## config.mk

```make
export PLATFORM = sky130hd
export DESIGN_NAME = wto_interp
export DESIGN_NICKNAME = d
export VERILOG_FILES = /design/src/sv/wto_pkg.sv /design/src/sv/wto_interp.sv
export SDC_FILE = /design/constraint.sdc
export NUM_CORES = 1
export LEC_CHECK = 0
export BUFFER_PORTS_ARGS = -buffer_cell sky130_fd_sc_hd__buf_2
export CAP_MARGIN = 20
export CORE_UTILIZATION = 45
export DETAILED_ROUTE_END_ITERATION = 7
export SLEW_MARGIN = 15
export SYNTH_ARGS = -nofsm -noshare
export SYNTH_HDL_FRONTEND = slang
export SYNTH_SLANG_ARGS = --single-unit
```

## constraint.sdc

```tcl
create_clock -name clk -period 3.4 [get_ports clk]
set_input_delay 0.51 -clock clk [delete_from_list [all_inputs] [get_ports clk]]
set_output_delay 0.51 -clock clk [all_outputs]
set_load 0.02 [all_outputs]
```

## src/sv/wto_pkg.sv

```systemverilog
package wto_pkg;

	// fixed field widths
	localparam int SAMPLE_BITS    = 16;
	localparam int ADDR_BITS      = 10;
	localparam int FREQ_BITS      = 32;
	localparam int SOR_BITS       = 32;
	localparam int START_BITS     = 16;
	localparam int CFG_INDEX_BITS = 2;
	localparam int CFG_DATA_BITS  = 32;

	// freq (Q16.16) times size_over_rate (Q0.32) is a Q16.48 entry count
	localparam int PROD_FRAC_BITS = 48;

	// output queue
	localparam int OUT_DEPTH    = 4;
	localparam int OUT_PTR_BITS = $clog2(OUT_DEPTH);
	localparam int OUT_CNT_BITS = $clog2(OUT_DEPTH + 1);

	typedef enum logic [1:0] {
		KIND_LOAD    = 2'd0,
		KIND_TICK    = 2'd1,
		KIND_RESTART = 2'd2
	} kind_t;

	typedef enum logic [CFG_INDEX_BITS-1:0] {
		CFG_SIZE_OVER_RATE = 2'd0,
		CFG_INTERPOLATE    = 2'd1,
		CFG_START_PHASE    = 2'd2
	} cfg_reg_t;

	typedef logic signed [SAMPLE_BITS-1:0] sample_t;

	// decoded operation of an accepted item
	typedef struct packed {
		logic load;
		logic tick;
		logic restart;
	} op_t;

endpackage

```

## src/sv/wto_interp.sv

```systemverilog
module wto_interp #(
	parameter int FRAC_BITS = 22
) (
	input  logic                 clk,
	input  logic                 arst_n,
	input  logic                 tick_s1,
	input  logic [FRAC_BITS-1:0] frac_s1,
	input  wto_pkg::sample_t     t0_s1,
	input  wto_pkg::sample_t     t1_s1,
	input  logic                 interpolate,
	output logic                 push_s2,
	output wto_pkg::sample_t     sample_s2
);

	localparam int SB        = wto_pkg::SAMPLE_BITS;
	localparam int DIFF_BITS = SB + 1;
	localparam int MUL_BITS  = FRAC_BITS + 1 + DIFF_BITS;

	logic signed [DIFF_BITS-1:0] diff;
	logic signed [MUL_BITS-1:0]  mul;
	logic signed [MUL_BITS-1:0]  mul_s2;
	logic signed [MUL_BITS-1:0]  mul_shift;
	wto_pkg::sample_t            t0_s2;

	// slope toward the next entry, zero for a truncating lookup
	assign diff = interpolate ? (DIFF_BITS'(t1_s1) - DIFF_BITS'(t0_s1)) : '0;
	assign mul  = $signed({1'b0, frac_s1}) * diff;

	always_ff @(posedge clk or negedge arst_n) begin
		if (!arst_n) begin
			push_s2 <= 1'b0;
		end else begin
			push_s2 <= tick_s1;
		end
	end

	always_ff @(posedge clk) begin
		mul_s2 <= mul;
		t0_s2  <= t0_s1;
	end

	// floor of the weighted slope, always between t0 and t1
	assign mul_shift = mul_s2 >>> FRAC_BITS;
	assign sample_s2 = t0_s2 + wto_pkg::sample_t'(mul_shift[SB-1:0]);

endmodule

```

; ---- After elaboration in Yosys (flattened, before gate mapping)
; Index checks and enable logic that the tools add are counted.
[op_classes]
n_addsub = 2
mul = 1
div = 0
magnitude_cmp = 0
n_eq_ne = 0
shifts = 0
n_mux = 1
bitwise_logic = 0
reduce_logical = 0
[ops]
columns = op, n
row1 = 23-bit by 17-bit multiplier with 38-bit output, 1
row2 = 17-bit two-way mux, 1
row3 = 16-bit by 16-bit subtractor with 17-bit output, 1
row4 = 16-bit adder, 1
[totals]
register_bits = 55
latchBits = 0
mem_bits_rw = 0
mem_bits_ro = 0
input_bits = 58
word_cells = 7
n_memories = 0

; ---- Depth between registers and ports, before layout
[logic_depth]
depth_word = 3
ltp_mapped = 33
depth_no_buf = 32

; ---- Least setup slack after synthesis
; Ideal clock, no wire load.
[synth_timing]
kind = input-to-reg
startpoint = input port t1_s1[0]
endpoint = register mul_s2[33]
setup_ns = 0.072
arrival_time_ns = 7.285
setup_slack_ns = -3.957
cell_stages = 30
n_path_buf = 1
path_cell_list = inv_1 ha_1 fa_1 nor2b_1 o31a_1 o211ai_2 a21oi_1 o21a_1 o21ai_0 a211oi_1 buf_2 nand3_1 fa_1 inv_1 fa_1 fa_1 fa_1 fa_1 inv_1 fa_1 inv_1 ha_1 a21oi_1 nand3_1 o211ai_1 nand4_1 a311oi_2 o31ai_1 a21oi_1 xnor2_1
[synth_between]
elab_chain_len = 3
[synth_rtl]
columns = element, line_no
row1 = "start, declared", wto_interp.sv:9  ; input wto_pkg::sample_t t1_s1,
row2 = 16-bit by 16-bit subtractor with 17-bit output, wto_interp.sv:26  ; assign diff = interpolate ? (DIFF_BITS'(t1_s1) - DIFF_BITS'(t0_s1)) : '0;
row3 = 17-bit two-way mux, wto_interp.sv:26
row4 = 23-bit by 17-bit multiplier with 38-bit output, wto_interp.sv:27  ; assign mul = $signed({1'b0, frac_s1}) * diff;
row5 = named net mul[33], wto_interp.sv:20  ; logic signed [MUL_BITS-1:0] mul;
row6 = "end signal, assigned", wto_interp.sv:38  ; mul_s2 <= mul;
row7 = "end, declared", wto_interp.sv:21  ; logic signed [MUL_BITS-1:0] mul_s2;
; The timed path passes the listed nets, and every way through them passes these cells.

; ---- Worst setup path in the final report
; Ends and elaborated chain as after synthesis.

==> impl_summary.log <==
INFO  metric outcome = finished, violations left
INFO  metric failed_checks = negative setup slack
INFO  metric seqCellArea = 668 sq um
INFO  metric ys_seq_area_frac = 0.0480
INFO  metric holdPathEnd = push_s2
INFO  metric placement_rows = between 60 and 70
INFO  metric fin_crit_sh = 2.16
INFO  metric syn-mean-instance-area = 8.73 sq um
INFO  metric globalplace.congestion = 0.946
INFO  metric dp_hpwl = between 30000 and 40000 um
INFO  metric fin_nets = around 2400
INFO  metric syn-instance-count = 1590
INFO  metric synth_edf_count = 0
INFO  metric timing.final.max_slew_violations = 0
INFO  metric vias_per_cell = 5.16
INFO  metric crit_path_frequent_cell = sky130_fd_sc_hd__fa_1
INFO  metric finalWorstPathRequiredPeriod = 7.33 ns
INFO  metric chipWidth = roughly 180 um
INFO  metric final_cell_mix = 385 x sky130_fd_sc_hd__inv_1, 294 x sky130_fd_sc_hd__fa_1, 230 x sky130_fd_sc_hd__buf_4, 173 x sky130_fd_sc_hd__nand2_1, 137 x sky130_fd_sc_hd__ha_1
INFO  metric critPathMaxStageDelay = 0.51 ns
INFO  metric timing.hold.worst.class = in2reg
INFO  metric place.detailed.instances = 2217
INFO  metric cts_inserted_buffers = 5
INFO  metric vias = between 10000 and 15000
INFO  metric worst-slew-pin-transition = 0.548 ns
INFO  metric area_growth_from_synthesis_to_layout = 26.4%
INFO  metric routed_wl = just under 40000 um
INFO  metric post_route_drc_violation_count = 0
INFO  metric die-area = 31500 sq um
INFO  metric yosys_warnings = 0
INFO  metric holdPathStages = 1
INFO  metric drv.max_cap_violation_count = 0
INFO  metric maxSlewHeadroom = 0.633
INFO  metric all_layer_gr_usage = 0.258
INFO  metric final_setup_violating_endpoints = 16
INFO  metric route.antenna.remaining_nets = 0
INFO  metric final_cell_count_no_fill = 2248
INFO  metric timing.setup.critical_path_class = in2reg
INFO  metric diodes = 0
INFO  metric drt_first_pass_iters = 5
INFO  metric yosys-top-cells-area = sky130_fd_sc_hd__fa_1 43%, sky130_fd_sc_hd__ha_1 14%, sky130_fd_sc_hd__inv_1 11%
INFO  metric multiInputGateArea = 12300 sq um
INFO  metric synthFlopType = sky130_fd_sc_hd__dfxtp_1
INFO  metric path_max_fanout = 6
INFO  metric grt_setup_unrepaired = true
INFO  metric worstSetupEndpointType = flip-flop
INFO  metric syn_area = ~14000 sq um
INFO  metric io_pins = 75
INFO  metric initial_cell_density_of_the_core = 0.463
INFO  metric drive_above_1_share = 0.247
INFO  metric cts_sinks = 33
INFO  metric count_of_final_hold_check_violations = 0
INFO  metric worst_slack = -3.93 ns
INFO  metric layout.cells.most_common = sky130_fd_sc_hd__inv_1
INFO  metric placeableCoreArea = 30000 sq um
INFO  metric ys_ff_latch = 33
INFO  metric drt_first_iter_violations = between 500 and 600
INFO  metric routed_wire_length_per_instance = 17.1 um
INFO  metric synth_nets = 2102
INFO  metric tritoncts = done
INFO  metric cp_data_required_time = 3.60 ns
INFO  metric clockRootBuffer = sky130_fd_sc_hd__clkbuf_16
INFO  metric start_kind = input port
INFO  metric dieHeight = between 150 and 200 um
INFO  metric wire_length_of_the_first_global_routing_pass = between 60000 and 70000 um
INFO  metric fillers = 2737
INFO  metric place.port_buffers = 74
INFO  metric antenna_found_initial = 3
INFO  metric first_global_vias = 12500
INFO  metric yosysTopAreaCellShare = 0.433
INFO  metric netlist.top_cell.by_area = sky130_fd_sc_hd__fa_1
INFO  metric async_flop_share = 0.0303
INFO  metric clk_pin_slew_worst_paths = 0.06 ns
INFO  metric number_of_distinct_standard_cells_referenced_by_the_synthesized_netlist = 59
INFO  metric grt_start_max_net_pins = 35
INFO  metric cp.arrival = roughly 7.5 ns
INFO  metric ctsLongestPathBuffers = 2
INFO  metric achievable-frequency = between 100 and 150 MHz
INFO  metric globalRoute.totalOverflow = 0
INFO  metric cts-htree-levels = 2
INFO  metric hold_start = tick_s1
INFO  metric worst_path_max_delay_cell = sky130_fd_sc_hd__fa_1
per-layer routing:
| layer | share of wire | track usage |
|---|---|---|
| met1 | 0.41 | 0.327 |
| met2 | 0.51 | 0.457 |
| met4 | 0.032 | 0.0726 |
| met3 | 0.048 | 0.0356 |
| met5 | 0.00034 | 0 |
synth_stat cells (all sizes together) (2+ instances only):
master,number
nor3,13
o41a,2
o31a,3
ha,154
nor2,78
a211o,3
buf,10
a211oi,4
a2111oi,2
o21a,6
a311oi,2
a31o,3
xnor2,32
nor4,2
and3,45
clkbuf,55
o311ai,2
nor3b,2
nor2b,5
nand2b,6
xor2,10
o31ai,5
a21oi,28
a31oi,4
fa,300
dfxtp,32
or2,10
and3b,3
and2,76
inv,391
or3,6
o21ai,16
a21o,12
o211ai,4
nand4,26
nand2,175
nand3,53
how the worst max path moves through the flow:
stage / start / to / slack (ns) / cells after the start
floorplan: t1_s1[0] / mul_s2[31] / -3.75 / 30
CTS: t1_s1[0] / mul_s2[31] / -3.83 / 32
global placement: t1_s1[0] / mul_s2[31] / -4.32 / 31
detailed placement: t1_s1[0] / mul_s2[31] / -4.39 / 32
global route: t1_s1[0] / mul_s2[33] / -4.21 / 32
finish: t1_s1[0] / mul_s2[33] / -3.93 / 32
final cells by class:
cell class                      count  share of cell area
Multi-Input combinational cell   1101               0.699
Timing Repair Buffer              325               0.143
Inverter                          391              0.0841
Sequential cell                    33              0.0381
Tap cell                          390              0.0278
Clock buffer                        6             0.00735
Clock inverter                      2            0.000571
flip-flops by register name, indices dropped and copies added (netlist names):
signal and cells:
mul_s2 16, push_s2 1, t0_s2 16
critical path: cells and delay by family:
kind,cells,cell delay [ns]
AO/OA/AOI/OAI,9,1.83
buffers and inverters,7,0.62
AND/OR/NAND/NOR,6,0.87
adder cells (fa/ha/maj),9,3.49
XOR/XNOR,1,0.17
what timing repair did:
action                                  CTS  global route
hold endpoints to repair                  1             0
pin swaps                                43            48
endpoints found under the setup margin   17            21
gates cloned                              1             0
buffers inserted                         20             7
hold buffers                              1             0
resized for setup                        81            63
through the flow:
| stage | setup slack [ns] | cell area (sq um) | util | setup TNS, ns | hold WS, ns |
|---|---|---|---|---|---|
| floorplan | -3.75 | 14000 | - | -56.46 | 0.214 |
| finish | -3.93 | 17500 | 0.585 | -60.47 | 0.336 |
| global route | -4.21 | 17500 | 0.585 | -64.68 | 0.323 |
| global placement | -4.32 | 16500 | 0.551 | -66.93 | 0.284 |
| detailed placement | -4.39 | 16500 | 0.551 | -68.17 | 0.286 |
| CTS | -3.83 | 17200 | 0.574 | -59.27 | 0.331 |
logic make-up after synthesis:
family,count (synthesis),share of synthesized area
simple gates,503,0.177
buf+inv,456,0.124
fa+ha+maj,454,0.572
compound gates,102,0.0513
xor+xnor,42,0.0276
flops,33,0.0480
Power is left out: the tool's default activity adds up to more than one toggle a clock period on the data nets, which glitch-free logic cannot reach.
