--- src/sv/wto_pkg.sv ---
package wto_pkg;

	// fixed field widths
	localparam int SAMPLE_BITS    = 16;
	localparam int ADDR_BITS      = 10;
	localparam int FREQ_BITS      = 32;
	localparam int SOR_BITS       = 32;
	localparam int START_BITS     = 16;
	localparam int CFG_INDEX_BITS = 2;
	localparam int CFG_DATA_BITS  = 32;

	// freq (Q16.16) times size_over_rate (Q0.32) is a Q16.48 entry count
	localparam int PROD_FRAC_BITS = 48;

	// output queue
	localparam int OUT_DEPTH    = 4;
	localparam int OUT_PTR_BITS = $clog2(OUT_DEPTH);
	localparam int OUT_CNT_BITS = $clog2(OUT_DEPTH + 1);

	typedef enum logic [1:0] {
		KIND_LOAD    = 2'd0,
		KIND_TICK    = 2'd1,
		KIND_RESTART = 2'd2
	} kind_t;

	typedef enum logic [CFG_INDEX_BITS-1:0] {
		CFG_SIZE_OVER_RATE = 2'd0,
		CFG_INTERPOLATE    = 2'd1,
		CFG_START_PHASE    = 2'd2
	} cfg_reg_t;

	typedef logic signed [SAMPLE_BITS-1:0] sample_t;

	// decoded operation of an accepted item
	typedef struct packed {
		logic load;
		logic tick;
		logic restart;
	} op_t;

endpackage

--- src/sv/wto_phase.sv ---
module wto_phase #(
	parameter int IDX_BITS  = 10,
	parameter int FRAC_BITS = 22
) (
	input  logic                                 clk,
	input  logic                                 arst_n,
	input  wto_pkg::op_t                         op,
	input  logic signed [wto_pkg::FREQ_BITS-1:0] freq,
	input  logic [wto_pkg::SOR_BITS-1:0]         size_over_rate,
	input  logic [wto_pkg::START_BITS-1:0]       start_phase,
	output logic [IDX_BITS-1:0]                  rd_idx,
	output logic [FRAC_BITS-1:0]                 frac_s1,
	output logic                                 tick_s1
);

	localparam int PHASE_BITS = IDX_BITS + FRAC_BITS;
	localparam int PROD_BITS  = wto_pkg::FREQ_BITS + wto_pkg::SOR_BITS + 1;
	localparam int SHIFT      = wto_pkg::PROD_FRAC_BITS - FRAC_BITS;
	localparam int START_EXT  = PHASE_BITS + wto_pkg::START_BITS;

	logic [PHASE_BITS-1:0]       phase_q;
	logic [PHASE_BITS-1:0]       phase_d;
	logic [PHASE_BITS-1:0]       inc_s1;
	logic                        restart_s1;
	logic signed [PROD_BITS-1:0] prod;
	logic signed [PROD_BITS-1:0] prod_shift;
	logic [START_EXT-1:0]        start_ext;
	logic [PHASE_BITS-1:0]       restart_val;

	// increment: signed freq times unsigned factor, floored to phase units
	assign prod       = $signed(freq) * $signed({1'b0, size_over_rate});
	assign prod_shift = prod >>> SHIFT;

	// restart phase: start_phase / 65536 of one full cycle
	assign start_ext   = {start_phase, PHASE_BITS'(0)};
	assign restart_val = start_ext[START_EXT-1:wto_pkg::START_BITS];

	// phase after the item in stage 1, forwarded to the lookup of the next item
	always_comb begin
		priority if (tick_s1) begin
			phase_d = phase_q + inc_s1;
		end else if (restart_s1) begin
			phase_d = restart_val;
		end else begin
			phase_d = phase_q;
		end
	end

	assign rd_idx  = phase_d[PHASE_BITS-1:FRAC_BITS];
	assign frac_s1 = phase_q[FRAC_BITS-1:0];

	// control and phase register
	always_ff @(posedge clk or negedge arst_n) begin
		if (!arst_n) begin
			phase_q    <= '0;
			tick_s1    <= 1'b0;
			restart_s1 <= 1'b0;
		end else begin
			phase_q    <= phase_d;
			tick_s1    <= op.tick;
			restart_s1 <= op.restart;
		end
	end

	// registered increment
	always_ff @(posedge clk) begin
		if (op.tick) begin
			inc_s1 <= prod_shift[PHASE_BITS-1:0];
		end
	end

`ifndef SYNTHESIS
	a_one_op_s1: assert property (@(posedge clk) disable iff (!arst_n)
		!(tick_s1 && restart_s1))
		else $error("tick and restart both in stage 1");

	a_restart_lands: assert property (@(posedge clk) disable iff (!arst_n)
		restart_s1 |=> phase_q == $past(restart_val))
		else $error("restart did not load the start phase");
`endif

endmodule

--- config.mk ---
export PLATFORM = sky130hd
export DESIGN_NAME = wto_phase
export DESIGN_NICKNAME = d
export VERILOG_FILES = /design/src/sv/wto_pkg.sv /design/src/sv/wto_phase.sv
export SDC_FILE = /design/constraint.sdc
export NUM_CORES = 2
export LEC_CHECK = 0
export BUFFER_PORTS_ARGS = -buffer_cell sky130_fd_sc_hd__buf_2
export CAP_MARGIN = 20
export CELL_PAD_IN_SITES_DETAIL_PLACEMENT = 1
export CELL_PAD_IN_SITES_GLOBAL_PLACEMENT = 2
export CORE_ASPECT_RATIO = 0.8
export CORE_UTILIZATION = 46
export DETAILED_ROUTE_END_ITERATION = 6
export GPL_TIMING_DRIVEN = 0
export PLACE_DENSITY = 0.93
export RECOVER_POWER = 25
export SYNTH_ARGS = -nofsm -noshare
export SYNTH_HDL_FRONTEND = slang
export SYNTH_SLANG_ARGS = --single-unit
--- constraint.sdc ---
create_clock -name clk -period 7.2 [get_ports clk]
set_input_delay 1.08 -clock clk [delete_from_list [all_inputs] [get_ports clk]]
set_output_delay 1.08 -clock clk [all_outputs]
set_load 0.005 [all_outputs]
[Yosys cells after proc, flatten, opt, wreduce, memory -nomap -nowiden]
Index checks and enable logic that the tools add are counted.
Storage, ports and cells
  logic and storage cells: 10
  output and inout bits: 33
  input bits: 85
  register bits after elaboration: 66
Cells by class
  $mul: 1
  reductions and logical operators: 1
  $add $sub $neg: 1
  mux-type cells: 2
Operator list (count)
  $mux W32: 2
  $mul A32 B33 Y58: 1
  $add A32 B32 Y32: 1
  $reduce_bool A2 Y1: 1

[Depth between registers and ports, before layout]
  word-level depth: 2
  gate-level depth with buffers: 29
  depth with buffers taken out: 28

[Worst setup path before layout]
Ideal clock, no wire load.
  path kind: input to register
  start: input size_over_rate[30] (netlist bit)
  end: register inc_s1[26], data pin
  buffers on the path: 3
  data required time: 6.931 ns
  setup time: 0.269 ns
  slack: -0.711 ns
  cell stages on the path: 27
  data arrival time: 7.642 ns
  path through: clkbuf_1 clkbuf_1 nand2_1 fa_1 fa_1 inv_1 fa_1 inv_1 fa_1 inv_1 fa_1 fa_1 fa_1 inv_1 fa_1 inv_1 ha_1 clkbuf_1 a21o_1 a21o_1 a21oi_1 o21ai_0 a21o_1 a41o_1 a31oi_1 o31ai_1 xor2_1
Between the ends
  longest elaborated chain between the ends: 1
Ends and longest elaborated chain
  start, declared: line wto_phase.sv:9  | input logic [wto_pkg::SOR_BITS-1:0] size_over_rate,
  $mul A32 B33 Y58: line wto_phase.sv:31  | assign prod = $signed(freq) * $signed({1'b0, size_over_rate});
  net prod[52]: line wto_phase.sv:25  | logic signed [PROD_BITS-1:0] prod;
  end signal, assigned: line wto_phase.sv:68  | inc_s1 <= prod_shift[PHASE_BITS-1:0];
  end, declared: line wto_phase.sv:23  | logic [PHASE_BITS-1:0] inc_s1;
The timed path passes the listed nets, and every way through them passes these cells.
A chain may end at the register's enable or synchronous reset.

[Worst setup path in the final report]
  start: input size_over_rate[8] (netlist bit)
  end: register inc_s1[19], data pin
The elaborated chain is that of the path after synthesis.

==> qor.txt <==
Tot GR Track Use: 37.8%
Worst r2r path cells: 12
Post-synthesis register bit count: 66
Worst skew pair latency: 0.34 ns
RSZ-0062 raised after global routing: true
Residual DRC: 0
Synthesized area: 35800 sq um
Layout cells sized above 1: 13.7%
Synth Area per Inst: 9.30 sq um
IO Pins: 118
Row count: 91
Non-Filler Instances: 5085
GPL Wtd Cong: 1.03
DRT antenna net count: 0
Ys flop type: dfrtp_1
WL final: 148 mm
Tcrit/Tclk final: 114%
CTS Hold Buffers Added: 0
Yosys top cell by area: fa_1
Crit. Startpoint: size_over_rate[8]
Area fraction of the dominant cell type after synthesis: 49.5%
Total core area: 77100 sq um
Reg2reg end: phase_q[30]
CTS Buf Count: 9
Sequential element share of the synthesized area: 5.06%
Fmax achieved: 122 MHz
DR pass1 iterations: 5
Largest net degree at the start of global routing: 35
Min Tclk post-route: 8.22 ns
Starting Density: 46.5%
Placed instance count: 4987
CTS Sinks: 66
Reg-to-reg startpoint: phase_q[0]
Setup-failing EPs final: 32
Fillers: 8714
Commonest cells in the netlist: 885 x fa_1, 883 x inv_1, 596 x and2_1
H-tree depth: 3
Post-Syn Nets: 5095
Post-synth ARST share: 51.5%
Most common cell in the netlist: fa_1
Outcome: finished, violations left
Least-Margin Pin Slew: 1.92 ns
Die ar.: 79000 sq um
Worst Setup EP: inc_s1[19]
Vias: 29221
Worst Setup End Kind: flop
Post-synth EDFFs: 32
Initial DRC count: 2703
Slowest cell on crit path: fa_1
First-pass GRT wire length: 214 mm
CTS tree: yes
Hold WC Path Type: flop to flop
Total of max-cap violations: 1
Failing checks: max-capacitance violations, max-slew violations, negative setup slack
Max-slew violations: 35
Initial antenna violation count: 19
# nets final: 5284
Dominant cells by area after synthesis: fa_1 49%, and2_1 10%, ha_1 9.6%, inv_1 9.3%, nand2_1 4.7%
Slew headroom: -28.3%
Final Hold Fails: 0
GRT Residual Overflow: 0
Clock root cell: clkbuf_16
Number of global-route vias before repair: 31863
Clock slew at reported path FFs: 0.06 ns
Mapped Cells: 3850
Final Worst Setup Slack: -1.02 ns
DP Wirelength: 119 mm
CP most frequent cell: fa_1
Worst reg-to-reg setup slack: 3.68 ns
Routed length per instance: 29.1 um
Crit path max fanout: 10
Clock skew: 0.0113 ns
Area of the multi-input gates: 30300 sq um
Layout area overhead: 14.1%
Synth cell types: 64
WP data arrival: 8.30 ns
Die height: 252 um
CP required: 7.28 ns
Crit path launch type: primary input
Input/output buffers: 114
YS warnings: 0
Register area: 1810 sq um
Max clock buf depth: 2
Max incr delay on CP: 0.56 ns
Die width: 314 um
Critical path type: primary input to flop
Routed vias/inst: 5.75
Setup TNS: -23.50 ns
-- worst min-delay path by stage --
stage	start	end	slack (ns)	cells past startpoint
2_1_floorplan	phase_q[10]	phase_q[10]	0.48	2
3_3_place_gp	phase_q[12]	phase_q[12]	0.50	2
3_5_place_dp	phase_q[14]	phase_q[14]	0.52	2
4_1_cts	phase_q[14]	phase_q[14]	0.54	2
5_1_grt	phase_q[11]	phase_q[11]	0.56	2
6_report	phase_q[14]	phase_q[14]	0.53	2
-- worst max-delay path, delay by kind of cell --
kind	cells	cell delay (ns)
adders and majority gates	9	4.30
and+or+nand+nor	4	0.70
xor gates and xnor gates	1	0.16
AOI/OAI and AO/OA	6	1.17
buffers and inverters	9	0.91
-- cells in the final DEF (no fill, tap or decap), types with 13 or more instances in the layout --
master,count
a21o_1,46
a21oi_1,60
and2_1,582
and2_4,14
buf_2,101
buf_4,104
buf_6,33
buf_8,14
clkbuf_1,13
clkbuf_16,34
clkbuf_2,24
clkbuf_4,52
clkbuf_8,40
dfrtp_1,34
diode_2,18
edfxtp_1,32
fa_1,860
fa_2,25
ha_1,263
inv_1,865
inv_2,18
nand2_1,444
nand2b_1,19
nand3_1,13
nor2_1,35
o21ai_0,42
o21ai_1,18
xnor2_1,45
xor2_1,26
-- final cells by class --
cell class | instances | share of cell area, %
clock buffers | 9 | 0.551
well taps | 1023 | 3.13
diodes | 18 | 0.110
flip-flops and latches | 66 | 4.43
clock inverters | 7 | 0.306
inverters | 884 | 8.13
repair buffers | 179 | 3.20
multi-input cells | 2663 | 74.1
plain buffers | 236 | 6.02
-- registers in the layout (all words and copies together) (netlist names) --
| name | count |
|---|---|
| restart_s1 | 1 |
| phase_q | 32 |
| inc_s1 | 32 |
| tick_s1 | 1 |
-- logic make-up after synthesis --
| logic type | count (synthesis) | synth area share, % |
|---|---|---|
| buffers and inverters | 1121 | 12.1 |
| XOR/XNOR | 75 | 1.83 |
| adder cells (fa/ha/maj) | 1160 | 59.1 |
| flip-flops | 66 | 5.06 |
| AND/OR/NAND/NOR | 1151 | 16.7 |
| AO/OA/AOI/OAI | 264 | 4.86 |
| multiplexers | 13 | 0.370 |
-- per-stage QoR --
stage | area (sq um) | util, % | hold WS, ns | setup WS [ns]
4_1_cts | 40300 | 52.3 | 0.538 | -0.884
3_3_place_gp | 38000 | 49.3 | 0.504 | -2.10
6_report | 40900 | 53.0 | 0.531 | -1.02
2_1_floorplan | 36100 | - | 0.479 | -0.382
3_5_place_dp | 38000 | 49.3 | 0.523 | -2.23
5_1_grt | 40800 | 53.0 | 0.561 | -1.12
-- metal layers --
| layer | global-route usage (%) | wire (um) | vias to the layer above |
|---|---|---|---|
| met5 | 0 | 49 | - |
| met4 | 15.3 | 7460 | 8 |
| met3 | 14.9 | 21300 | 450 |
| met2 | 55.1 | 62200 | 1947 |
| met1 | 50.2 | 57000 | 15180 |
| li1 | - | - | 11636 |
-- what timing repair did --
item | in CTS | in global routing
gates cloned | 3 | 1
buffers inserted | 44 | 25
endpoints found under the setup margin | 32 | 32
resized for setup | 476 | 163
pin swaps | 64 | 58
Power is not shown: default switching activity piles up to over one toggle a cycle in this logic, so the estimate is an artifact.
