[src/sv/wto_pkg.sv]
package wto_pkg;

	// fixed field widths
	localparam int SAMPLE_BITS    = 16;
	localparam int ADDR_BITS      = 10;
	localparam int FREQ_BITS      = 32;
	localparam int SOR_BITS       = 32;
	localparam int START_BITS     = 16;
	localparam int CFG_INDEX_BITS = 2;
	localparam int CFG_DATA_BITS  = 32;

	// freq (Q16.16) times size_over_rate (Q0.32) is a Q16.48 entry count
	localparam int PROD_FRAC_BITS = 48;

	// output queue
	localparam int OUT_DEPTH    = 4;
	localparam int OUT_PTR_BITS = $clog2(OUT_DEPTH);
	localparam int OUT_CNT_BITS = $clog2(OUT_DEPTH + 1);

	typedef enum logic [1:0] {
		KIND_LOAD    = 2'd0,
		KIND_TICK    = 2'd1,
		KIND_RESTART = 2'd2
	} kind_t;

	typedef enum logic [CFG_INDEX_BITS-1:0] {
		CFG_SIZE_OVER_RATE = 2'd0,
		CFG_INTERPOLATE    = 2'd1,
		CFG_START_PHASE    = 2'd2
	} cfg_reg_t;

	typedef logic signed [SAMPLE_BITS-1:0] sample_t;

	// decoded operation of an accepted item
	typedef struct packed {
		logic load;
		logic tick;
		logic restart;
	} op_t;

endpackage

[src/sv/wto_if.sv]


// result channel
interface wto_result_if;
	logic                                   valid;
	logic                                   ready;
	logic signed [wto_pkg::SAMPLE_BITS-1:0] sample;

	modport source (output valid, sample, input ready);
	modport sink (input valid, sample, output ready);
endinterface


[src/sv/wto_outq.sv]
module wto_outq (
	input  logic                                clk,
	input  logic                                arst_n,
	input  logic                                push,
	input  wto_pkg::sample_t                    push_sample,
	output logic [wto_pkg::OUT_CNT_BITS-1:0]    count,
	wto_result_if.source                        result
);

	localparam int DEPTH = wto_pkg::OUT_DEPTH;
	localparam int PB    = wto_pkg::OUT_PTR_BITS;
	localparam int CB    = wto_pkg::OUT_CNT_BITS;

	wto_pkg::sample_t mem_q [DEPTH];
	logic [PB-1:0]    wr_ptr_q;
	logic [PB-1:0]    rd_ptr_q;
	logic [CB-1:0]    count_q;
	logic             pop;

	assign result.valid  = (count_q != '0);
	assign result.sample = mem_q[rd_ptr_q];
	assign pop           = result.valid && result.ready;
	assign count         = count_q;

	// pointers and fill count
	always_ff @(posedge clk or negedge arst_n) begin
		if (!arst_n) begin
			wr_ptr_q <= '0;
			rd_ptr_q <= '0;
			count_q  <= '0;
		end else begin
			if (push) begin
				wr_ptr_q <= wr_ptr_q + PB'(1);
			end
			if (pop) begin
				rd_ptr_q <= rd_ptr_q + PB'(1);
			end
			unique case ({push, pop})
				2'b10:   count_q <= count_q + CB'(1);
				2'b01:   count_q <= count_q - CB'(1);
				default: count_q <= count_q;
			endcase
		end
	end

	// sample storage
	always_ff @(posedge clk) begin
		if (push) begin
			mem_q[wr_ptr_q] <= push_sample;
		end
	end

`ifndef SYNTHESIS
	a_no_overflow: assert property (@(posedge clk) disable iff (!arst_n)
		push |-> (count_q < CB'(DEPTH)) || pop)
		else $error("result queue overflow");

	a_no_underflow: assert property (@(posedge clk) disable iff (!arst_n)
		(count_q == '0) |=> (count_q == '0) || (count_q == CB'(1)))
		else $error("result queue count jumped from empty");
`endif

endmodule

[src/flat_wrapper.sv]
// flat-port wrapper written by rule: the top's interface ports become plain ports
module wto_outq_flat 
  (clk, arst_n, push, push_sample, count, result_valid, result_sample, result_ready);
  wto_result_if result_i ();
  input  logic clk;
  input  logic arst_n;
  input  logic push;
  input  wto_pkg::sample_t push_sample;
  output logic [wto_pkg::OUT_CNT_BITS-1:0] count;
  output wire logic [$bits(result_i.valid)-1:0] result_valid;
  output wire logic [$bits(result_i.sample)-1:0] result_sample;
  input wire logic [$bits(result_i.ready)-1:0] result_ready;
  assign result_valid = result_i.valid;
  assign result_sample = result_i.sample;
  assign result_i.ready = result_ready;
  wto_outq u_core (.clk(clk), .arst_n(arst_n), .push(push), .push_sample(push_sample), .count(count), .result(result_i));
endmodule
[config.mk]
export PLATFORM = sky130hd
export DESIGN_NAME = wto_outq_flat
export DESIGN_NICKNAME = d
export VERILOG_FILES = /design/src/sv/wto_pkg.sv /design/src/sv/wto_if.sv /design/src/sv/wto_outq.sv /design/src/flat_wrapper.sv
export SDC_FILE = /design/constraint.sdc
export NUM_CORES = 1
export LEC_CHECK = 0
export BUFFER_PORTS_ARGS = -buffer_cell sky130_fd_sc_hd__buf_4
export CAP_MARGIN = 15
export CORE_AREA = 2 2 103 105
export DETAILED_ROUTE_END_ITERATION = 16
export DIE_AREA = 0 0 105 107
export GPL_TIMING_DRIVEN = 0
export PLACE_DENSITY = 0.51
export SLEW_MARGIN = 20
export SYNTH_ARGS = -nofsm -noshare
export SYNTH_HDL_FRONTEND = slang
export SYNTH_SLANG_ARGS = --single-unit
[constraint.sdc]
create_clock -name clk -period 1.9 [get_ports clk]
set_input_delay 0.19 -clock clk [delete_from_list [all_inputs] [get_ports clk]]
set_output_delay 0.19 -clock clk [all_outputs]
set_load 0.05 [all_outputs]
======== Yosys cells after proc, flatten, opt, wreduce, memory -nomap -nowiden ========
Memory sizes are Yosys's and may differ from the RTL's.
Index checks and enable logic that the tools add are counted.
operators by class
  add/sub/neg operators ................... 4
  equal/unequal tests ..................... 2
  mux-type cells .......................... 3
  reduce and logical (&&, ||, !) cells .... 3
operator list
  kind                                                                count
  3-bit case mux with 2 select lines                                  1
  2-bit by 1-bit adder with 2-bit output, second input constant       2
  3-bit by 1-bit adder with 3-bit output, second input constant       1
  3-bit nonzero test                                                  1
  3-bit by 1-bit subtractor with 3-bit output, second input constant  1
  2-bit by 1-bit == test with 1-bit output, second input constant     1
  2-bit == test, second input constant                                1
  1-bit two-way mux                                                   2
  2-bit nonzero test                                                  1
  1-bit logical AND                                                   1
storage, ports and cells
  register bits after elaboration ......... 7
  RAM bits ................................ 64
  input bits .............................. 20
  output and inout bits ................... 20
  word-level logic and storage cells ...... 16
  memories ................................ 1
memory list
  name          depth  bits a word  rd ports  clocked after memory_dff  write ports  line            source
  u_core.mem_q  4      16           1         0                         1            wto_outq.sv:14  wto_pkg::sample_t mem_q [DEPTH];

======== Logic depth before layout (Yosys ltp) ========
  depth in word-level cells ............... 4
  depth in mapped cells ................... 7
  mapped depth without buffers ............ 7

======== Worst setup path after synthesis ========
Ideal clock, no wire load.
  path kind ............................... reg2reg
  start point ............................. register u_core.count_q[0], in the netlist u_core.count[0]
  end point ............................... register u_core.count_q[2], in the netlist u_core.count[2]
  setup time .............................. 82 ps
  arrival ................................. 1903 ps
  data required time ...................... 1818 ps
  setup slack ............................. -85 ps
  cell stages (with the launch flop) ...... 8
  path buffers ............................ 0
  period minus slack after synthesis ...... 1985 ps
  cells stage by stage .................... dfrtp_1 -> o31a_1 -> ha_1 -> inv_1 -> fa_1 -> xor2_1 -> nor2_1 -> xor2_1
on the way
  word-level cells in the longest chain between the ends .. 4
  elaborated cells on any way between the ends .. 8
  those cells by class .................... add/sub: 2; eq/ne: 2; mux: 1; reduce/logical: 3
ends and longest elaborated chain
  what                                                                       line            source
  start, declared                                                            wto_outq.sv:17  logic [CB-1:0] count_q;
  start signal, assigned                                                     wto_outq.sv:39  2'b10: count_q <= count_q + CB'(1);
  start signal, assigned                                                     wto_outq.sv:40  2'b01: count_q <= count_q - CB'(1);
  start signal, assigned                                                     wto_outq.sv:41  default: count_q <= count_q;
  3-bit nonzero test *                                                       wto_outq.sv:20  assign result.valid = (count_q != '0);
  1-bit logical AND *                                                        wto_outq.sv:22  assign pop = result.valid && result.ready;
  via u_core.pop                                                             wto_outq.sv:18  logic pop;
  2-bit by 1-bit == test with 1-bit output or 2-bit == test (tied branches)  wto_outq.sv:38  unique case ({push, pop})
  3-bit case mux with 2 select lines or 2-bit nonzero test (tied branches)   n/a
Mark *: on every way through the listed nets, which the timed path passes. The rest lies on a longest branch.
A chain may end at the register's enable or synchronous reset.

======== Worst setup path after layout ========
  start point ............................. register u_core.rd_ptr_q[0]
  end point ............................... output result_sample[5]
on the way
  word-level cells in the longest chain between the ends .. 1
ends and longest elaborated chain
  what                    line                source
  start, declared         wto_outq.sv:16      logic [PB-1:0] rd_ptr_q;
  start signal, assigned  wto_outq.sv:36      rd_ptr_q <= rd_ptr_q + PB'(1);
  memory read 4 x 16 bit  n/a
  end, declared           flat_wrapper.sv:11  output wire logic [$bits(result_i.sample)-1:0] result_sample;
Every way passes these cells.

==> impl_metrics.env <==
export IMPL_pwr_share_comb_pct=45.6
export IMPL_die_y_microns=107
export IMPL_drc=0
export IMPL_power_leakage_uw=0.00126
export IMPL_grt_pass1_wl_mm=7.28
export IMPL_synth_warnings=0
export IMPL_power_density_nw_per_um2=1750
export IMPL_total_power_uw=6100
export IMPL_worstPathArrival_ps=1670
export IMPL_fin_crit_ps=1860
export IMPL_die_area_sq_um=11200
export IMPL_portBuffers=39
export IMPL_firstDrtPassIters=4
export IMPL_cts_buffers=9
export IMPL_hpwl_mm=2.92
export IMPL_clock_latency_ps=330
export IMPL_cpMaxStageDelayCell="mux4_2"
export IMPL_initial_core_util_pct=27.3
export IMPL_drv_cap=0
export IMPL_gr_usage_all_layers_pct=8.87
export IMPL_end_kind="primary output"
export IMPL_crit_top_cell="buf_6"
export IMPL_fin_skew_ps=5.60
export IMPL_hold_end="u_core.mem_q[1][6]$_DFFE_PP_"
export IMPL_stdcell_area_sq_um=3490
export IMPL_antenna_found_initial=0
export IMPL_slew_headroom_pct=40.7
export IMPL_crit_fanout=10
export IMPL_seq_area_frac_synth_pct=76.2
export IMPL_path_cells="buf_6 -> buf_12 -> mux4_2 -> buf_6"
export IMPL_internal_power_uw=3770
export IMPL_ys_ff_latch=71
export IMPL_grt_overflow_total=0
export IMPL_cp_data_required_time_ps=1710
export IMPL_synth_nets=146
export IMPL_fin_nets=200
export IMPL_path_delay_family="multiplexers"
export IMPL_p_sw_uw=2320
export IMPL_setup_tns_ps=0
export IMPL_syn_area_per_cell_sq_um=22.9
export IMPL_max_stage_delay_ps=530
export IMPL_tightestPinTransition_ps=890
export IMPL_wirelength_mm=4.81
export IMPL_die_w_microns=105
export IMPL_dpl_instance_area_sq_um=3220
export IMPL_cts_sinks=71
export IMPL_rr_endpoint="u_core.count[2]$_DFFE_PN0P_"
export IMPL_drt_wirelength_per_cell_microns=15.3
export IMPL_hold_class="input port to flop"
export IMPL_gp_congestion=0.627
export IMPL_timing_final_crit_share_pct=98.0
export IMPL_vias=1278
export IMPL_crit_buf_inv=3
export IMPL_whs_path_depth=1
export IMPL_drv_slew=0
export IMPL_fin_util_pct=34.6
export IMPL_rows=37
export IMPL_syn_cell_area_sq_um=2750
export IMPL_r2r_start="u_core.count[0]$_DFFE_PN0P_"
export IMPL_ff2ff_setup_slack_ps=120
export IMPL_hold_violations=0
export IMPL_status="finished clean"
export IMPL_io_pins=40
export IMPL_setup_violations=0
export IMPL_crit_type="flop to primary output"
export IMPL_start_kind="flop"
export IMPL_core_area_sq_um=10100
export IMPL_yosysUniqueCellTypes=19
export IMPL_clk_pin_slew_ps=70
export IMPL_holdCritStartpoint="push_sample[6]"
export IMPL_drt_iter0_markers=104
export IMPL_grt_setup_unrepaired="yes"
export IMPL_grt_max_degree=17
export IMPL_ir_worst_vdd_uv=727
export IMPL_cts_tree="done"
export IMPL_reg2reg_depth=7
export IMPL_p_clk_share_pct=18.4
export IMPL_clock_fmax_mhz=537
export IMPL_antenna_cells=0
export IMPL_p_sw_share_pct=38.1
export IMPL_drive_above_1_share_pct=43.8
export IMPL_pwr_share_seq_pct=36.0
export IMPL_grt_pass1_vias=1337
export IMPL_htreeDepth=3
export IMPL_syn_instance_count=120
export IMPL_ant_nets=0
export IMPL_clockBufferDepth=2
export IMPL_root_buffer="clkbuf_8"
export IMPL_syn2layout_area_growth_pct=26.9
export IMPL_viasPerCell=4.07
cells in the final DEF, fill, tap and decap left out, types with 2 or more instances in the layout:
master and count:
xnor2_1 2, dfrtp_2 3, nand2_1 2, edfxtp_1 64, mux4_1 3, inv_1 6, buf_6 16, and2_1 3
mux4_2 13, buf_4 27, dfrtp_1 4, clkinv_4 2, buf_12 2, clkinv_2 3, ha_1 5, clkbuf_8 9
xor2_1 4
through the flow:
| step | setup slack (ps) | hold slack (ps) | cells |
|---|---|---|---|
| 5_1_grt | -29.7 | 33.4 | 314 |
| 3_3_place_gp | 99.1 | 11.1 | 295 |
| 4_1_cts | 1.22 | 36.3 | 314 |
| 3_5_place_dp | 80.0 | 10.8 | 295 |
| 2_1_floorplan | 75.3 | -106 | 120 |
| 6_report | 38.9 | 50.2 | 314 |
kinds of logic (layout without fill, tap and decap cells):
kind of cell | count (synthesis) | after routing | synth area share (%)
flops | 71 | 71 | 76.2
compound gates | 2 | 2 | 0.500
mux | 17 | 17 | 14.5
fa+ha+maj | 6 | 6 | 3.00
buf+inv | 10 | 68 | 2.32
simple gates | 8 | 8 | 1.55
xor+xnor | 6 | 6 | 1.91
worst reg2reg max path, stage by stage (launching register included):
cell and delay, ps:
dfrtp_2 410, o31a_1 220, ha_1 210, inv_1 60, fa_1 370, xor2_1 150, nor2_1 130, xor2_1 160
state kept, by name, summed over array words and instances, names as in the netlist:
name,count
u_core.count,3
u_core.wr_ptr_q,2
u_core.rd_ptr_q,2
u_core.mem_q,64
layout make-up:
| cell class | instances | area (sq um) |
|---|---|---|
| fillers | 1004 | 6600 |
| flip-flops and latches | 71 | 2100 |
| multi-input cells | 39 | 574 |
| repair buffers | 43 | 390 |
| well taps | 136 | 170 |
| clock buffers | 9 | 124 |
| clock inverters | 6 | 62.6 |
| plain buffers | 4 | 47.5 |
| inverters | 6 | 22.5 |
worst max-delay path by stage:
| stage | start | endpoint | cells past startpoint |
|---|---|---|---|
| after detailed placement | u_core.wr_ptr_q[0]$_DFFE_PN0P_ | u_core.mem_q[2][6]$_DFFE_PP_ | 3 |
| after global routing | u_core.rd_ptr_q[0]$_DFFE_PN0P_ | result_sample[5] | 4 |
| final | u_core.rd_ptr_q[0]$_DFFE_PN0P_ | result_sample[5] | 4 |
| after CTS | u_core.rd_ptr_q[0]$_DFFE_PN0P_ | result_sample[5] | 4 |
| after floorplan | u_core.count[0]$_DFFE_PN0P_ | u_core.count[2]$_DFFE_PN0P_ | 7 |
| after global placement | u_core.wr_ptr_q[0]$_DFFE_PN0P_ | u_core.mem_q[2][6]$_DFFE_PP_ | 3 |
per-layer routing:
metal  vias up  routed length, microns  GRT usage, %
li1        586                       -             -
met1       654                    2090          10.6
met2        31                    2420          14.6
met3         7                     229          3.53
met4         0                      71          3.14
met5         -                       0             0
synthesized netlist by cell type:
cell | n | area (sq um)
edfxtp_1 | 64 | 1920
mux4_1 | 8 | 210
mux4_2 | 8 | 180
dfrtp_1 | 7 | 175
inv_1 | 6 | 22.5
ha_1 | 5 | 62.6
and2_1 | 4 | 25.0
xor2_1 | 4 | 35.0
buf_2 | 2 | 10.0
nand2_1 | 2 | 7.51
xnor2_1 | 2 | 17.5
buf_12 | 1 | 20.0
buf_6 | 1 | 11.3
fa_1 | 1 | 20.0
mux2i_1 | 1 | 10.0
nor2_1 | 1 | 3.75
o21ai_0 | 1 | 5.00
o31a_1 | 1 | 8.76
or3_1 | 1 | 6.26
timing repair:
action                                 in CTS  in global routing
setup endpoints to repair                   9                 31
hold buffers                                1                  0
setup buffers                               3                  0
gates resized for setup                     5                 17
pin swaps                                   0                  1
endpoints found under the hold margin       7                  0
power by group through the flow:
stage                     registers, uW  clock network [uW]  logic, uW
after floorplan                    2310                   0       1750
after global placement             2220                   0       2550
after detailed placement           2220                   0       2560
after CTS                          2190                1170       2690
after global routing               2230                1220       2930
final                              2190                1120       2780
No activity file was read; power rests on OpenSTA's default activity.
